===== src/rtl/tcpq_pkg.sv =====
// shared types and constants for the three-class priority call queue
// no dependencies; imported by every module of the block
`timescale 1ns / 1ps
`default_nettype none

package tcpq_pkg;

    // total number of calls held across all classes
    localparam int DEPTH = 64;
    localparam int CNT_W = $clog2(DEPTH + 1);

    // word widths on the stream ports
    localparam int IN_W  = 88;
    localparam int OUT_W = 96;

    // dismiss count field
    localparam int DROP_W   = 7;
    localparam int DROP_MAX = 127;
    localparam int SAT_W    = (CNT_W > DROP_W) ? CNT_W : DROP_W;

    typedef enum logic [2:0] {
        OP_ENQ_DATA  = 3'd0,
        OP_ENQ_VOICE = 3'd1,
        OP_ENQ_EMERG = 3'd2,
        OP_SERVE     = 3'd3,
        OP_DISMISS   = 3'd4
    } opcode_t;

    localparam logic [2:0] ST_ENQUEUED  = 3'd0;
    localparam logic [2:0] ST_SERVED    = 3'd1;
    localparam logic [2:0] ST_EMPTY     = 3'd2;
    localparam logic [2:0] ST_FULL      = 3'd3;
    localparam logic [2:0] ST_DISMISSED = 3'd4;

    // higher code means higher priority
    localparam logic [1:0] CLS_DATA  = 2'd0;
    localparam logic [1:0] CLS_VOICE = 2'd1;
    localparam logic [1:0] CLS_EMERG = 2'd2;

    typedef struct packed {
        logic [31:0] caller;
        logic [31:0] callee;
        logic [15:0] packets;
        logic        show_id;
        logic        roaming;
    } call_t;

    typedef struct packed {
        logic       valid;
        logic [1:0] cls;
        call_t      call;
    } slot_t;

    typedef enum logic [1:0] {
        CMD_HOLD,
        CMD_INSERT,
        CMD_SERVE,
        CMD_DROP
    } cell_cmd_t;

    typedef struct packed {
        cell_cmd_t  cmd;
        logic [1:0] new_cls;
        logic [1:0] drop_cls;
    } cell_ctrl_t;

endpackage

`default_nettype wire


===== src/rtl/tcpq_cell.sv =====
// one cell of the sorted call chain: holds one call and its class
// depends on tcpq_pkg
`timescale 1ns / 1ps
`default_nettype none

module tcpq_cell (
    input  wire logic                aclk,
    input  wire logic                aresetn,
    input  wire tcpq_pkg::cell_ctrl_t ctrl_i,
    input  wire tcpq_pkg::call_t     new_call_i,
    input  wire logic                left_goes_i,
    input  wire tcpq_pkg::slot_t     left_i,
    input  wire tcpq_pkg::slot_t     right_i,
    output logic                     goes_o,
    output tcpq_pkg::slot_t          slot_o
);
    import tcpq_pkg::*;

    logic       valid_reg, valid_next;
    logic [1:0] cls_reg, cls_next;
    call_t      call_reg, call_next;

    // this cell sits at or behind the insertion point
    assign goes_o = !valid_reg || (cls_reg < ctrl_i.new_cls);

    always_comb begin
        valid_next = valid_reg;
        cls_next   = cls_reg;
        call_next  = call_reg;
        case (ctrl_i.cmd)
            CMD_INSERT: begin
                if (goes_o && left_goes_i) begin
                    valid_next = left_i.valid;
                    cls_next   = left_i.cls;
                    call_next  = left_i.call;
                end else if (goes_o) begin
                    valid_next = 1'b1;
                    cls_next   = ctrl_i.new_cls;
                    call_next  = new_call_i;
                end
            end
            CMD_SERVE: begin
                valid_next = right_i.valid;
                cls_next   = right_i.cls;
                call_next  = right_i.call;
            end
            CMD_DROP: begin
                if (cls_reg == ctrl_i.drop_cls) begin
                    valid_next = 1'b0;
                end
            end
            default: begin
            end
        endcase
    end

    always_ff @(posedge aclk) begin
        if (!aresetn) begin
            valid_reg <= 1'b0;
        end else begin
            valid_reg <= valid_next;
        end
    end

    always_ff @(posedge aclk) begin
        cls_reg  <= cls_next;
        call_reg <= call_next;
    end

    assign slot_o = '{valid: valid_reg, cls: cls_reg, call: call_reg};

endmodule

`default_nettype wire


===== config.mk =====
export PLATFORM = sky130hd
export DESIGN_NAME = tcpq_cell
export DESIGN_NICKNAME = d
export VERILOG_FILES = /design/src/rtl/tcpq_pkg.sv /design/src/rtl/tcpq_cell.sv
export SDC_FILE = /design/constraint.sdc
export NUM_CORES = 1
export LEC_CHECK = 0
export BUFFER_PORTS_ARGS = -buffer_cell sky130_fd_sc_hd__buf_2
export CAP_MARGIN = 30
export CORE_AREA = 2 2 134 136
export CTS_CLUSTER_SIZE = 12
export DETAILED_ROUTE_END_ITERATION = 10
export DIE_AREA = 0 0 136 138
export GPL_TIMING_DRIVEN = 1
export SLEW_MARGIN = 20
export SYNTH_ARGS = -nofsm -noshare
export SYNTH_HDL_FRONTEND = slang
export SYNTH_SLANG_ARGS = --single-unit

===== constraint.sdc =====
create_clock -name aclk -period 4.2 [get_ports aclk]
set_input_delay 0.42 -clock aclk [delete_from_list [all_inputs] [get_ports aclk]]
set_output_delay 0.42 -clock aclk [all_outputs]
set_load 0.005 [all_outputs]

==> summary.md <==
| Metric | Value |
|---|---|
| Initial antenna violation count | `0` |
| CP bufs+invs | `1` |
| Finished Core Util | `0.379` |
| Overall power | `2480 µW` |
| Port Buffers | `346` |
| Post-cts gate resize count | `0` |
| Tmin final | `2.26 ns` |
| Outcome | `finished clean` |
| Final slew viol count | `0` |
| Hold crit path type | `input port to register` |
| Tot GR Track Use | `0.152` |
| Hpwl dp | `11.5 mm` |
| Die ar. | `18800 µm²` |
| Compound-Gate Fraction of Synth Area | `0.136` |
| Total negative slack | `0 ns` |
| CTS Buf Count | `9` |
| Nets | `1068` |
| Adder-Cell Fraction of Synth Area | `0.00285` |
| Setup bufs post-CTS | `0` |
| Clk sinks | `85` |
| Diodes inserted | `0` |
| Final hold violation count | `0` |
| CTS H-Tree Depth | `3` |
| Wirelength per Cell | `14.5 µm` |
| Warnings from Yosys | `0` |
| PD cells | `374 nW/µm²` |
| Synth Instances | `481` |
| CP startpoint kind | `register` |
| Placed Area | `6270 µm²` |
| Die Height | `138 µm` |
| Finished Cell Area | `6650 µm²` |
| IO Pins | `347` |
| Worst-margin pin slew | `0.689 ns` |
| Arrival time worst endpoint | `2.32 ns` |
| Syn Area/Cell | `9.14 µm²` |
| GPL Wtd Cong | `0.806` |
| Crit-path slowest cell | `edfxtp_1` |
| Post-CTS Hold Buffers | `0` |
| First drt pass iteration count | `4` |
| Commonest non-fill, non-tap cell in the layout | `buf_2` |
| Total gr overflow | `0` |
| Mux cell area share after synthesis | `0` |
| Peak VDD IR | `0.165 mV` |
| Crit path cell chain | `ha_1, nand2_1, o211ai_1, nand2_4, buf_12` |
| Vias in the first global route | `4290` |
| Via density | `4.50` |
| MaxCap Viol Count | `0` |
| Largest family of logic cells by synthesized area | `simple AND/OR/NAND/NOR gates` |
| Syn Nets | `743` |
| Register area share after synthesis | `0.578` |
| Final period util | `0.538` |
| Cell Rows | `49` |
| Vias | `4675` |
| Xor and xnor area share after synthesis | `0.00598` |
| DRT antenna net count | `0` |
| Final WL | `15.1 mm` |
| Mapped cell area | `4400 µm²` |
| Max_slew headroom | `0.541` |
| CP peak stage delay | `0.45 ns` |
| Min Hold Slack | `0.345 ns` |
| CTS tree | `done` |
| Synth Area in Simple Gates | `0.225` |
| Clock Tree Buf Depth | `2` |
| Die Span X | `136 µm` |
| Lkg Pwr | `0.00312 µW` |
| Fmax | `0.443 GHz` |
| Worst-path clk slew | `0.06 ns` |
| Layout cells sized above 1 | `0.456` |
| Distinct cells, synth | `26` |
| Register bit total from synthesis | `85` |
| Largest net degree at the start of global routing | `96` |
| Root buffer selected by CTS | `clkbuf_16` |
| Top Family by Delay on Critical Path | `simple AND/OR/NAND/NOR gates` |
| Initial core utilization | `0.251` |
| Clk_lat worst skew | `0.34 ns` |
| Crit Path Max Fanout | `46` |
| Initial DRC Count | `158` |
| Skew final | `0.00886 ns` |
| Area Overhead vs Synth | `51.2%` |
| WS Path Type | `register to register` |
| Max reg flops | `82` |
| Setup Viol. Count Final | `0` |
| DRC viols | `0` |
| Most frequent cells in the layout | `buf_2 (346), nand2_1 (170), nor2_1 (84), a31oi_1 (84), edfxtp_1 (84)` |
| Crit end category | `register` |
| RSZ-0062 raised after global routing | `no` |
| Required time of the worst setup path | `4.26 ns` |
| Core Area | `17500 µm²` |
| First-pass GRT wire length | `22.1 mm` |
[cells in the mapped netlist, drive strengths merged]
cell,instances,area [µm²]
a311oi,1,8.76
xor2,1,8.76
ha,1,12.5
nor2b,2,20.0
a21oi,1,5.00
o21bai,1,7.51
nor2,84,315
edfxtp,84,2520
o211a,1,10.0
inv,2,7.51
o211ai,3,27.5
dfxtp,1,20.0
a211oi,1,7.51
nand2b,1,6.26
clkbuf,10,37.5
buf,28,183
nand2,171,642
o21ai,1,5.00
xnor2,2,17.5
nand4,1,6.26
a31oi,84,526
[through the flow]
| step | std cells | setup slack [ns] |
|---|---|---|
| floorplan | 481 | 0.938 |
| global placement | 1021 | 1.44 |
| detailed placement | 1022 | 1.60 |
| CTS | 1038 | 1.79 |
| global route | 1040 | 1.79 |
| finish | 1040 | 1.94 |
[kinds of logic after synthesis]
group,count (synthesis)
xor+xnor,3
buf+inv,40
fa+ha+maj,1
flops,85
compound gates,93
simple gates,259
[layout make-up]
cell class	count	area, µm²
fill	1842	10900
timing repair buffer	352	1820
tap	229	287
sequential	85	2540
clock inverter	5	98.8
clock buffer	11	233
multi-input combinational	356	1660
inverter	2	7.51
[path summary, 6_finish.rpt]
kind | start | end | slack (ns) | depth (start not counted)
max | cls_reg[1]$_DFFE_PP_ | slot_o[64]$_DFFE_PP_ | 1.94 | 5
min | aresetn | valid_reg$_SDFFE_PN0P_ | 0.34 | 3
max reg2reg | cls_reg[1]$_DFFE_PP_ | slot_o[64]$_DFFE_PP_ | 1.94 | 5
min reg2reg | valid_reg$_SDFFE_PN0P_ | valid_reg$_SDFFE_PN0P_ | 0.70 | 2
[power by group]
part / switching, µW / internal (µW) / total (µW) / leakage (µW)
sequential: 22.9 / 1050 / 1080 / 0.000817
clock: 318 / 579 / 896 / 0.000161
combinational: 278 / 232 / 510 / 0.00214
[routing by layer]
metal / part of all wire / track usage
met4: 0.020 / 0.0521
met2: 0.49 / 0.266
met5: 0 / 0
met3: 0.11 / 0.0616
met1: 0.38 / 0.166
[worst min-delay path: stages]
cell	delay (ns)
buf_2	0.12
inv_1	0.05
a211oi_1	0.04
(Power assumes the default switching activity.)
